--- config.mk ---
export PLATFORM = sky130hd
export DESIGN_NAME = sorted_term_merge_add_unit
export DESIGN_NICKNAME = d
export VERILOG_FILES = /design/src/hdl/stma_pkg.sv /design/src/hdl/stma_ram.sv /design/src/hdl/stma_loader.sv /design/src/hdl/stma_merge.sv /design/src/hdl/sorted_term_merge_add_unit.sv
export SDC_FILE = /design/constraint.sdc
export NUM_CORES = 2
export LEC_CHECK = 0
export ABC_AREA = 0
export ABC_CLOCK_PERIOD_IN_PS = 4200
export BUFFER_PORTS_ARGS = -buffer_cell sky130_fd_sc_hd__buf_2
export CORE_MARGIN = 2
export CORE_UTILIZATION = 40
export CTS_CLUSTER_SIZE = 20
export DETAILED_ROUTE_END_ITERATION = 10
export PLACE_DENSITY = 0.63
export SLEW_MARGIN = 20
export SYNTH_ARGS = -nofsm -noshare
export SYNTH_HDL_FRONTEND = slang
export SYNTH_HIERARCHICAL = 1
export SYNTH_SLANG_ARGS = --single-unit
--- constraint.sdc ---
create_clock -name clk -period 4.2 [get_ports clk]
set_input_delay 0.63 -clock clk [delete_from_list [all_inputs] [get_ports clk]]
set_output_delay 0.63 -clock clk [all_outputs]
set_load 0.02 [all_outputs]
--- src/hdl/stma_pkg.sv ---
// ----------------------------------------------------------------------------
// stma_pkg
// Shared widths, command codes and interface structs of the sorted term
// merge and add unit.
// ----------------------------------------------------------------------------
package stma_pkg;

	localparam int MAX_TERMS = 32;
	localparam int IDX_W     = (MAX_TERMS > 1) ? $clog2(MAX_TERMS) : 1;
	localparam int CNT_W     = $clog2(MAX_TERMS + 1);

	localparam int COEF_W    = 32;
	localparam int EXP_W     = 16;
	localparam int SUM_W     = COEF_W + 1;
	localparam int ENTRY_W   = COEF_W + EXP_W;

	localparam int S_DATA_W  = ((COEF_W + EXP_W + 7) / 8) * 8;
	localparam int M_DATA_W  = ((SUM_W + EXP_W + 7) / 8) * 8;
	localparam int CMD_W     = 2;

	typedef enum logic [CMD_W-1:0] {
		CMD_APPEND_A = 2'd0,
		CMD_APPEND_B = 2'd1,
		CMD_MERGE    = 2'd2
	} cmd_t;

	typedef struct packed {
		logic               en;
		logic [IDX_W-1:0]   addr;
		logic [ENTRY_W-1:0] data;
	} wr_port_t;

	typedef struct packed {
		logic             start;
		logic [CNT_W-1:0] len_a;
		logic [CNT_W-1:0] len_b;
		logic             dropped;
	} merge_start_t;

endpackage

--- src/hdl/stma_ram.sv ---
// ----------------------------------------------------------------------------
// stma_ram
// Generic simple dual-port RAM: one write port, one read port with a
// registered read.
// ----------------------------------------------------------------------------
module stma_ram #(
	parameter int WIDTH = 8,
	parameter int DEPTH = 32,
	localparam int AW = (DEPTH > 1) ? $clog2(DEPTH) : 1
) (
	input  logic             clk,
	input  logic             we,
	input  logic [AW-1:0]    waddr,
	input  logic [WIDTH-1:0] wdata,
	input  logic [AW-1:0]    raddr,
	output logic [WIDTH-1:0] rdata
);

	logic [WIDTH-1:0] mem [DEPTH];

	always_ff @(posedge clk) begin
		if (we) begin
			mem[waddr] <= wdata;
		end
		rdata <= mem[raddr];
	end

endmodule

--- src/hdl/stma_loader.sv ---
// ----------------------------------------------------------------------------
// stma_loader
// Handles append and merge commands: keeps the fill counts of both lists and
// the overflow flag, drives the list write ports and starts a merge.
// ----------------------------------------------------------------------------
module stma_loader (
	input  logic                           clk,
	input  logic                           arst_n,
	input  logic                           accept,
	input  logic [stma_pkg::CMD_W-1:0]     cmd,
	input  logic [stma_pkg::ENTRY_W-1:0]   term,
	output stma_pkg::wr_port_t             wr_a,
	output stma_pkg::wr_port_t             wr_b,
	output stma_pkg::merge_start_t         start
);

	logic [stma_pkg::CNT_W-1:0] count_a_q;
	logic [stma_pkg::CNT_W-1:0] count_b_q;
	logic                       overflow_q;
	logic                       full_a;
	logic                       full_b;

	assign full_a = (count_a_q == stma_pkg::CNT_W'(stma_pkg::MAX_TERMS));
	assign full_b = (count_b_q == stma_pkg::CNT_W'(stma_pkg::MAX_TERMS));

	always_comb begin
		wr_a.en       = 1'b0;
		wr_a.addr     = count_a_q[stma_pkg::IDX_W-1:0];
		wr_a.data     = term;
		wr_b.en       = 1'b0;
		wr_b.addr     = count_b_q[stma_pkg::IDX_W-1:0];
		wr_b.data     = term;
		start.start   = 1'b0;
		start.len_a   = count_a_q;
		start.len_b   = count_b_q;
		start.dropped = overflow_q;
		if (accept) begin
			case (stma_pkg::cmd_t'(cmd))
				stma_pkg::CMD_APPEND_A: wr_a.en = !full_a;
				stma_pkg::CMD_APPEND_B: wr_b.en = !full_b;
				stma_pkg::CMD_MERGE:    start.start = 1'b1;
				default: ;
			endcase
		end
	end

	always_ff @(posedge clk or negedge arst_n) begin
		if (!arst_n) begin
			count_a_q  <= '0;
			count_b_q  <= '0;
			overflow_q <= 1'b0;
		end else if (accept) begin
			case (stma_pkg::cmd_t'(cmd))
				stma_pkg::CMD_APPEND_A: begin
					if (full_a) overflow_q <= 1'b1;
					else count_a_q <= count_a_q + 1'b1;
				end
				stma_pkg::CMD_APPEND_B: begin
					if (full_b) overflow_q <= 1'b1;
					else count_b_q <= count_b_q + 1'b1;
				end
				stma_pkg::CMD_MERGE: begin
					// The merge takes a snapshot, so the lists are empty from here on.
					count_a_q  <= '0;
					count_b_q  <= '0;
					overflow_q <= 1'b0;
				end
				default: ;
			endcase
		end
	end

endmodule

--- src/hdl/stma_merge.sv ---
// ----------------------------------------------------------------------------
// stma_merge
// Walks both list memories from their heads, emits the term with the greater
// exponent or the sum on equal exponents, one term per cycle while the output
// is taken, into an output register.
// ----------------------------------------------------------------------------
module stma_merge (
	input  logic                           clk,
	input  logic                           arst_n,
	input  stma_pkg::merge_start_t         start,
	input  logic [stma_pkg::ENTRY_W-1:0]   rdata_a,
	input  logic [stma_pkg::ENTRY_W-1:0]   rdata_b,
	output logic [stma_pkg::IDX_W-1:0]     raddr_a,
	output logic [stma_pkg::IDX_W-1:0]     raddr_b,
	output logic                           busy,
	output logic                           m_tvalid,
	input  logic                           m_tready,
	output logic [stma_pkg::M_DATA_W-1:0]  m_tdata,
	output logic                           m_tlast,
	output logic                           m_tuser
);

	typedef enum logic {
		ST_IDLE,
		ST_WALK
	} state_t;

	state_t                      state_q;
	logic [stma_pkg::CNT_W-1:0]  ia_q;
	logic [stma_pkg::CNT_W-1:0]  ib_q;
	logic [stma_pkg::CNT_W-1:0]  len_a_q;
	logic [stma_pkg::CNT_W-1:0]  len_b_q;
	logic                        flag_q;

	logic signed [stma_pkg::EXP_W-1:0]  ea;
	logic signed [stma_pkg::EXP_W-1:0]  eb;
	logic signed [stma_pkg::SUM_W-1:0]  ca;
	logic signed [stma_pkg::SUM_W-1:0]  cb;
	logic                        a_has;
	logic                        b_has;
	logic                        adv_a;
	logic                        adv_b;
	logic                        fire;
	logic [stma_pkg::CNT_W-1:0]  ia_nxt;
	logic [stma_pkg::CNT_W-1:0]  ib_nxt;
	logic                        done;
	logic signed [stma_pkg::SUM_W-1:0]  sum;
	logic [stma_pkg::EXP_W-1:0]  ex;

	assign ea = $signed(rdata_a[stma_pkg::ENTRY_W-1:stma_pkg::COEF_W]);
	assign eb = $signed(rdata_b[stma_pkg::ENTRY_W-1:stma_pkg::COEF_W]);
	assign ca = stma_pkg::SUM_W'($signed(rdata_a[stma_pkg::COEF_W-1:0]));
	assign cb = stma_pkg::SUM_W'($signed(rdata_b[stma_pkg::COEF_W-1:0]));

	assign a_has = (ia_q < len_a_q);
	assign b_has = (ib_q < len_b_q);
	assign adv_a = a_has && (!b_has || (ea >= eb));
	assign adv_b = b_has && (!a_has || (eb >= ea));

	assign fire = (state_q == ST_WALK) && (!m_tvalid || m_tready);

	always_comb begin
		ia_nxt = ia_q;
		ib_nxt = ib_q;
		if (fire) begin
			ia_nxt = ia_q + stma_pkg::CNT_W'(adv_a);
			ib_nxt = ib_q + stma_pkg::CNT_W'(adv_b);
		end
		if (adv_a && adv_b) sum = ca + cb;
		else if (adv_a) sum = ca;
		else sum = cb;
		ex = adv_a ? ea : eb;
	end

	assign done = (ia_nxt >= len_a_q) && (ib_nxt >= len_b_q);

	// Reading at the next position keeps the registered read data lined up
	// with the pointers, so a term can leave every cycle that the output is taken.
	assign raddr_a = (state_q == ST_WALK) ? ia_nxt[stma_pkg::IDX_W-1:0] : '0;
	assign raddr_b = (state_q == ST_WALK) ? ib_nxt[stma_pkg::IDX_W-1:0] : '0;
	assign busy    = (state_q == ST_WALK);

	always_ff @(posedge clk or negedge arst_n) begin
		if (!arst_n) begin
			state_q  <= ST_IDLE;
			ia_q     <= '0;
			ib_q     <= '0;
			len_a_q  <= '0;
			len_b_q  <= '0;
			flag_q   <= 1'b0;
			m_tvalid <= 1'b0;
			m_tdata  <= '0;
			m_tlast  <= 1'b0;
			m_tuser  <= 1'b0;
		end else begin
			if (m_tready && !fire) m_tvalid <= 1'b0;
			case (state_q)
				ST_IDLE: begin
					ia_q <= '0;
					ib_q <= '0;
					if (start.start && (start.len_a != '0 || start.len_b != '0)) begin
						len_a_q <= start.len_a;
						len_b_q <= start.len_b;
						flag_q  <= start.dropped;
						state_q <= ST_WALK;
					end
				end
				ST_WALK: begin
					if (fire) begin
						ia_q     <= ia_nxt;
						ib_q     <= ib_nxt;
						m_tvalid <= 1'b1;
						m_tdata  <= stma_pkg::M_DATA_W'({ex, sum});
						m_tlast  <= done;
						m_tuser  <= flag_q;
						if (done) state_q <= ST_IDLE;
					end
				end
				default: state_q <= ST_IDLE;
			endcase
		end
	end

endmodule

--- src/hdl/sorted_term_merge_add_unit.sv ---
// ----------------------------------------------------------------------------
// sorted_term_merge_add_unit
// Adds two sparse polynomials held as term lists in two list memories.
// ----------------------------------------------------------------------------
// An append transaction (tuser 0 for list A, 1 for list B) writes the term at
// the tail of its list; a term beyond 32 per list is dropped and sets the drop
// flag that travels with every result of the next merge. A merge transaction
// (tuser 2) walks both lists, greater exponent first, equal exponents summed
// into one term, and empties both lists. It delivers one term per cycle while
// the output is taken, len_a + len_b terms at most; the first term reaches the
// output register after the merge has entered its walk state, and the rate is
// set by the single read port of each list memory. No input is taken while a
// merge walks; the input is ready again as soon as the final term sits in the
// output register.
module sorted_term_merge_add_unit (
	input  logic                           clk,
	input  logic                           arst_n,
	input  logic                           s_tvalid,
	output logic                           s_tready,
	// Fields from bit 0 up: coefficient[31:0], exponent[47:32].
	input  logic [stma_pkg::S_DATA_W-1:0]  s_tdata,
	// Fields from bit 0 up: command[1:0].
	input  logic [stma_pkg::CMD_W-1:0]     s_tuser,
	output logic                           m_tvalid,
	input  logic                           m_tready,
	// Fields from bit 0 up: sum_coefficient[32:0], term_exponent[48:33], zeros.
	output logic [stma_pkg::M_DATA_W-1:0]  m_tdata,
	output logic                           m_tlast,
	// Fields from bit 0 up: dropped_terms[0].
	output logic                           m_tuser
);

	stma_pkg::wr_port_t                 wr_a;
	stma_pkg::wr_port_t                 wr_b;
	stma_pkg::merge_start_t             start;
	logic [stma_pkg::ENTRY_W-1:0]       rdata_a;
	logic [stma_pkg::ENTRY_W-1:0]       rdata_b;
	logic [stma_pkg::IDX_W-1:0]         raddr_a;
	logic [stma_pkg::IDX_W-1:0]         raddr_b;
	logic                               busy;

	assign s_tready = !busy;

	stma_loader u_loader (
		.clk    (clk),
		.arst_n (arst_n),
		.accept (s_tvalid && s_tready),
		.cmd    (s_tuser),
		.term   (s_tdata[stma_pkg::ENTRY_W-1:0]),
		.wr_a   (wr_a),
		.wr_b   (wr_b),
		.start  (start)
	);

	stma_ram #(
		.WIDTH (stma_pkg::ENTRY_W),
		.DEPTH (stma_pkg::MAX_TERMS)
	) u_list_a (
		.clk   (clk),
		.we    (wr_a.en),
		.waddr (wr_a.addr),
		.wdata (wr_a.data),
		.raddr (raddr_a),
		.rdata (rdata_a)
	);

	stma_ram #(
		.WIDTH (stma_pkg::ENTRY_W),
		.DEPTH (stma_pkg::MAX_TERMS)
	) u_list_b (
		.clk   (clk),
		.we    (wr_b.en),
		.waddr (wr_b.addr),
		.wdata (wr_b.data),
		.raddr (raddr_b),
		.rdata (rdata_b)
	);

	stma_merge u_merge (
		.clk      (clk),
		.arst_n   (arst_n),
		.start    (start),
		.rdata_a  (rdata_a),
		.rdata_b  (rdata_b),
		.raddr_a  (raddr_a),
		.raddr_b  (raddr_b),
		.busy     (busy),
		.m_tvalid (m_tvalid),
		.m_tready (m_tready),
		.m_tdata  (m_tdata),
		.m_tlast  (m_tlast),
		.m_tuser  (m_tuser)
	);

endmodule

; ---- Word level (Yosys, flattened, before mapping)
; Memories as Yosys holds them, arrays and structs flattened. A register that Yosys moved wholly into a read port is not among the register bits.
; Cells that the tools add are included.
[word_totals]
memories = 2
out_inout_bits = 60
mem_bits_rw = 3072
regBits = 91
input_bits = 54
[classes]
order_cmp = 6
muxes = 35
n_reduce_logical = 30
eq_ne = 9
addsub = 5
bitwise = 1
[mem_list]
columns = memory, words, word_bits, rd, rd_ports_with_merged_regs, write_ports, line
row1 = u_list_a.mem, 32, 48, 1, 1, 1, stma_ram.sv:19  ; logic [WIDTH-1:0] mem [DEPTH];
row2 = u_list_b.mem, 32, 48, 1, 1, 1, stma_ram.sv:19
[ops]
columns = op, n
row1 = $mux W33, 2
row2 = $pmux W6 S2, 4
row3 = $mux W6, 6
row4 = $add A32 B32 Y33, 1
row5 = $ge A16 B16 Y1, 2
row6 = $mux W1, 18
row7 = $mux W16, 1
row8 = $add A6 B1 Y6, 2
row9 = $add A6 B1 Y6 const B, 2
row10 = $eq A6 B6 Y1 const B, 2
row11 = $ge A6 B6 Y1, 2
row12 = $lt A6 B6 Y1, 2
row13 = $reduce_bool A6 Y1, 2
row14 = $mux W5, 2
row15 = $logic_and A1 B1 Y1, 8
row16 = $logic_not A1 Y1, 7
row17 = $ne A2 B2 Y1 const B, 3
row18 = $reduce_and A3 Y1, 2
row19 = $logic_or A1 B1 Y1, 4
row20 = $ne A2 B1 Y1 const B, 2
row21 = $reduce_and A2 Y1, 2
row22 = $reduce_and A4 Y1, 1
row23 = $reduce_bool A2 Y1, 2
row24 = $pmux W1 S3, 1
row25 = other kinds (6), 6

; ---- Logic depth before layout (Yosys ltp)
[logic_depth]
depth_word = 11
ltp_mapped = 22
depth_no_buf = 21

; ---- By module
; Netlist, hierarchy kept.
[by_module_without_submodules]
columns = module, area_per_inst_um2, n_inst, cells_each, seq_area_each_um2
row1 = stma_ram, 60724.5, 2, 3364, 47085.2
row2 = stma_merge, 6575.1, 1, 782, 1951.9
row3 = stma_loader, 1705.4, 1, 210, 325.3
row4 = sorted_term_merge_add_unit, 10.0, 1, 2, 0.0

; ---- Worst setup path before layout
; No wires, ideal clock.
[synth_path]
kind = input -> register
from = in s_tvalid
to = mem u_list_a/mem[12][0] in the netlist's numbering, enable pin
n_path_buf = 2
arrival_ns = 4.040
setup_ns = 0.454
cell_stages = 7
slack_ns = -0.294
cell_sequence = nor2b_1 nand2b_1 clkbuf_1 nor3_1 or3b_2 clkbuf_1 nor2_1
[synth_rtl]
columns = element, line
row1 = from (decl), sorted_term_merge_add_unit.sv:18  ; input logic s_tvalid,
row2 = to (decl), stma_ram.sv:19

; ---- Worst setup path in the final report
[layout_path]
from = reg u_list_b.rdata[33], read port of u_list_b.mem
to = reg u_list_a.rdata[24], read port of u_list_a.mem
[layout_via]
elab_chain_cells = 6
[layout_lines]
columns = element, line
row1 = from (decl), stma_ram.sv:16  ; output logic [WIDTH-1:0] rdata
row2 = $ge A16 B16 Y1, stma_merge.sv:57  ; assign adv_a = a_has && (!b_has || (ea >= eb));
row3 = $logic_or A1 B1 Y1, stma_merge.sv:57
row4 = $logic_and A1 B1 Y1, stma_merge.sv:57
row5 = $add A6 B1 Y6, stma_merge.sv:66  ; ia_nxt = ia_q + stma_pkg::CNT_W'(adv_a);
row6 = $mux W6, stma_merge.sv:65  ; if (fire) begin
row7 = $mux W5, stma_merge.sv:79  ; assign raddr_a = (state_q == ST_WALK) ? ia_nxt[stma_pkg::IDX_W-1:0] : '0;
row8 = named net raddr_a (one bit), sorted_term_merge_add_unit.sv:38  ; logic [stma_pkg::IDX_W-1:0] raddr_a;
row9 = to (decl), stma_ram.sv:16
; The timed path passes the listed nets, and every way through them passes these cells.
; A chain may end at the register's enable or synchronous reset.

==> impl_metrics.env <==
export IMPL_run_status="completed"
export IMPL_grt_overflow_total=0
export IMPL_postLayoutSetupSlackWorst_ns=0.0361
export IMPL_ys_seq_area_share_pct=74.3
export IMPL_yosysUniqueCellTypes=83
export IMPL_hold_path_depth=2
export IMPL_crit_chain="ha_1 > nor2b_1 > o211a_1 > o211ai_1 > a21oi_4 > buf_12 > buf_4 > a21oi_4 > ha_4 > ha_4 > nand2_2 > xnor2_2 > and2_4 > and2b_4 > buf_6 > buf_6 > buf_12 > buf_12 > a22o_1 > nor3_2 > a31oi_1 > nand3_1 > buf_4"
export IMPL_syn_instance_count=7722
export IMPL_synth_edff_count=3072
export IMPL_first_iter_violations=8321
export IMPL_rsz0062_at_grt="true"
export IMPL_wl_um=369000
export IMPL_final_common_cell="edfxtp_1"
export IMPL_worst_path_max_delay_cell="dfxtp_2"
export IMPL_worstPathMaxFanout=5
export IMPL_antenna_found_initial=23
export IMPL_grt_pass1_wl_um=513000
export IMPL_worst_pin_slew_ns=0.979
export IMPL_dr_total_vias=73300
export IMPL_whs_ns=0.146
export IMPL_startpoint_type="register"
export IMPL_cp_common_cell="buf_12"
export IMPL_place_gp_congestion=0.870
export IMPL_cts_tree="done"
export IMPL_cts_buffers=338
export IMPL_ys_warnings_count=6
export IMPL_dieWidth_um=574
export IMPL_drive_above_1_share_pct=19.2
export IMPL_avgSynthCellArea_um2=16.8
export IMPL_p_per_area_nw_per_um2=776
export IMPL_viasPerCell=5.61
export IMPL_grt_max_degree=65
export IMPL_ant_nets=0
export IMPL_rr_worst_depth=23
export IMPL_remaining_drc_errors=0
export IMPL_synthFlopType="edfxtp_1"
export IMPL_grt_use_total_pct=21.2
export IMPL_clockBufferDepth=4
export IMPL_peakVddDrop_mv=0.527
export IMPL_io_buffers=106
export IMPL_initial_utilization_pct=40.1
export IMPL_max_cap_viol_count=0
export IMPL_clk_pin_slew_worst_paths_ns=0.06
export IMPL_clock_sinks=3259
export IMPL_final_nets=8567
export IMPL_area_growth_pct=19.1
export IMPL_synth_cell_area_um2=130000
export IMPL_skew_ns=0.0845
export IMPL_die_area_um2=329000
export IMPL_setup_viol=0
export IMPL_grt_pass1_vias=71900
export IMPL_wl_per_cell_um=28.2
export IMPL_dr_pass1_iters=5
export IMPL_crit_path_end_kind="register"
export IMPL_min_period_ns=4.16
export IMPL_hp_class="input pin to register"
export IMPL_final_cell_mix="3072 x edfxtp_1, 1580 x mux2i_1, 509 x buf_4, 408 x nand2_1, 366 x clkbuf_16"
export IMPL_synth_seq_cells=3259
export IMPL_timing_fmax_ghz=0.240
export IMPL_dp_hpwl_um=210000
export IMPL_setup_worst_path_class="register to register"
export IMPL_static_leakage_power_nw=53.9
export IMPL_hold_viol=0
export IMPL_post_place_ws_ns=-0.773
export IMPL_root_buffer="clkbuf_16"
export IMPL_slew_limit_headroom_pct=34.8
export IMPL_cp_slowest_stage_delay_ns=0.42
export IMPL_std_cell_rows=209
export IMPL_htree_levels=5
export IMPL_cp_arrival_ns=4.99
export IMPL_core_um2=323000
export IMPL_ioPinCount=114
export IMPL_critPathRequiredTime_ns=5.03
export IMPL_die_y_um=574
export IMPL_ys_async_sr_fraction_pct=2.79
export IMPL_drv_slew=0
export IMPL_fin_crit_sh_pct=99.1
export IMPL_clk_latency_ns=0.95
[what timing repair did]
| action | 4_1_cts | 5_1_grt |
|---|---|---|
| hold buffers | 2 | 0 |
| setup endpoints to repair | 98 | 98 |
| pin swaps | 21 | 122 |
| buffers inserted | 36 | 53 |
| gates resized for setup | 120 | 281 |
| cloned | 10 | 27 |
| hold endpoints to repair | 37 | 0 |
[path summary, 6_finish.rpt]
path	from	to	slack [ns]
max	u_list_b/rdata[33]	u_list_a/rdata[24]	0.04
min	s_tuser[1]	u_loader/count_a_q[4]	0.15
max reg2reg	u_list_b/rdata[33]	u_list_a/rdata[24]	0.04
min reg2reg	u_merge/m_tdata[25]	u_merge/m_tdata[25]	0.47
max in group asynchronous	arst_n	u_merge/m_tdata[39]	2.87
min in group asynchronous	arst_n	u_merge/m_tlast	0.23
[where the power goes]
group          switching [mW]  total (mW)  internal (mW)
logic                    28.5        53.0           24.5
clock network            12.5        29.1           16.6
registers                1.29        37.7           36.5
total                    42.3         120           77.5
[cells by family (layout without fill, tap and decap cells)]
family / Yosys count / count (layout) / share of synthesized area [%]
other: 1 / 29 / 0.00289
AOI/OAI and AO/OA: 1118 / 1118 / 5.79
muxes: 1589 / 1589 / 12.3
DFF: 3259 / 3259 / 74.3
buffers and inverters: 591 / 1579 / 2.91
adders and majority gates: 79 / 79 / 0.768
xor gates and xnor gates: 29 / 29 / 0.196
and+or+nand+nor: 1056 / 1056 / 3.73
[per-layer routing]
metal	share of wire, %	up-vias	global-route usage [%]
met5	0	-	0
met4	3.2	0	6.41
met3	6.9	560	2.45
met2	49	2968	35.8
met1	41	38100	28.9
li1	-	31700	-
[worst max-delay path: cells and delay by family (launching register included)]
family / cells / cell delay, ns
flops: 1 / 0.42
buf+inv: 7 / 1.00
simple gates: 6 / 0.86
fa+ha+maj: 3 / 0.58
xor+xnor: 1 / 0.16
compound gates: 6 / 1.08
[state kept, by name, summed over array words and instances, names as in the netlist]
name / count
u_loader/overflow_q: 1
u_merge/flag_q: 1
u_loader/count_a_q: 6
u_merge/m_tuser: 1
u_list_b/rdata: 48
u_list_b/mem: 1536
u_merge/m_tdata: 49
u_loader/count_b_q: 6
u_merge/m_tvalid: 1
u_merge/busy: 1
u_list_a/mem: 1536
u_merge/ia_q: 6
u_merge/ib_q: 6
u_list_a/rdata: 48
u_merge/m_tlast: 1
u_merge/len_a_q: 6
u_merge/len_b_q: 6
[cells in the mapped netlist, types with 3 or more instances]
| cell type | instances | area share, % |
|---|---|---|
| and3_1 | 3 | 0.014 |
| ha_1 | 78 | 0.75 |
| or3b_2 | 6 | 0.041 |
| o21ai_0 | 86 | 0.33 |
| o221ai_1 | 3 | 0.020 |
| edfxtp_1 | 3072 | 71 |
| buf_1 | 17 | 0.049 |
| o21ai_1 | 10 | 0.039 |
| inv_1 | 55 | 0.16 |
| nand3_1 | 306 | 1.2 |
| a2111oi_0 | 3 | 0.020 |
| and2_1 | 15 | 0.072 |
| a21oi_1 | 344 | 1.3 |
| o211ai_1 | 12 | 0.069 |
| buf_6 | 85 | 0.74 |
| a22oi_1 | 290 | 1.7 |
| dfrtp_1 | 91 | 1.8 |
| dfxtp_1 | 96 | 1.5 |
| nor4_1 | 3 | 0.014 |
| or3_1 | 4 | 0.019 |
| nand2_1 | 420 | 1.2 |
| and2_2 | 3 | 0.017 |
| nand3b_1 | 10 | 0.058 |
| a31oi_1 | 103 | 0.50 |
| nand2b_1 | 21 | 0.10 |
| xnor2_1 | 22 | 0.15 |
| o21a_1 | 7 | 0.041 |
| nor3_1 | 111 | 0.43 |
| buf_8 | 4 | 0.046 |
| a22o_1 | 203 | 1.4 |
| o21bai_1 | 5 | 0.029 |
| nor2_1 | 110 | 0.32 |
| mux2_2 | 4 | 0.035 |
| a21o_1 | 14 | 0.081 |
| mux2i_1 | 1585 | 12 |
| or4_1 | 3 | 0.017 |
| a211oi_1 | 3 | 0.017 |
| a211o_1 | 3 | 0.020 |
| clkbuf_1 | 142 | 0.41 |
| buf_4 | 196 | 1.1 |
| nand4_1 | 12 | 0.058 |
| xor2_1 | 7 | 0.047 |
| o2111ai_1 | 6 | 0.041 |
| buf_2 | 87 | 0.34 |
| nor2b_1 | 12 | 0.058 |
[area by class of cell]
type,count,area [um^2]
multi-input cells,3878,31300
clock inverters,161,1570
inverters,55,209
well taps,4325,5410
fillers,26700,169000
diodes,22,55.1
clock buffers,461,9220
repair buffers,902,10200
flip-flops and latches,3259,96500
[through the flow]
| stage | util [%] | setup TNS (ns) | power [mW] | cells | instance area (um^2) |
|---|---|---|---|---|---|
| after floorplan | - | -111.34 | 68.0 | 7728 | 130000 |
| final | 47.8 | 0 | 120 | 13100 | 154000 |
| after detailed placement | 43.3 | -48.02 | 84.8 | 12300 | 140000 |
| after CTS | 47.0 | -0.00852 | 116 | 13000 | 152000 |
| after global placement | 43.3 | -59.10 | 84.5 | 12300 | 140000 |
| after global routing | 47.7 | -0.496 | 124 | 13000 | 154000 |
Power figures use the tool's default switching activity.
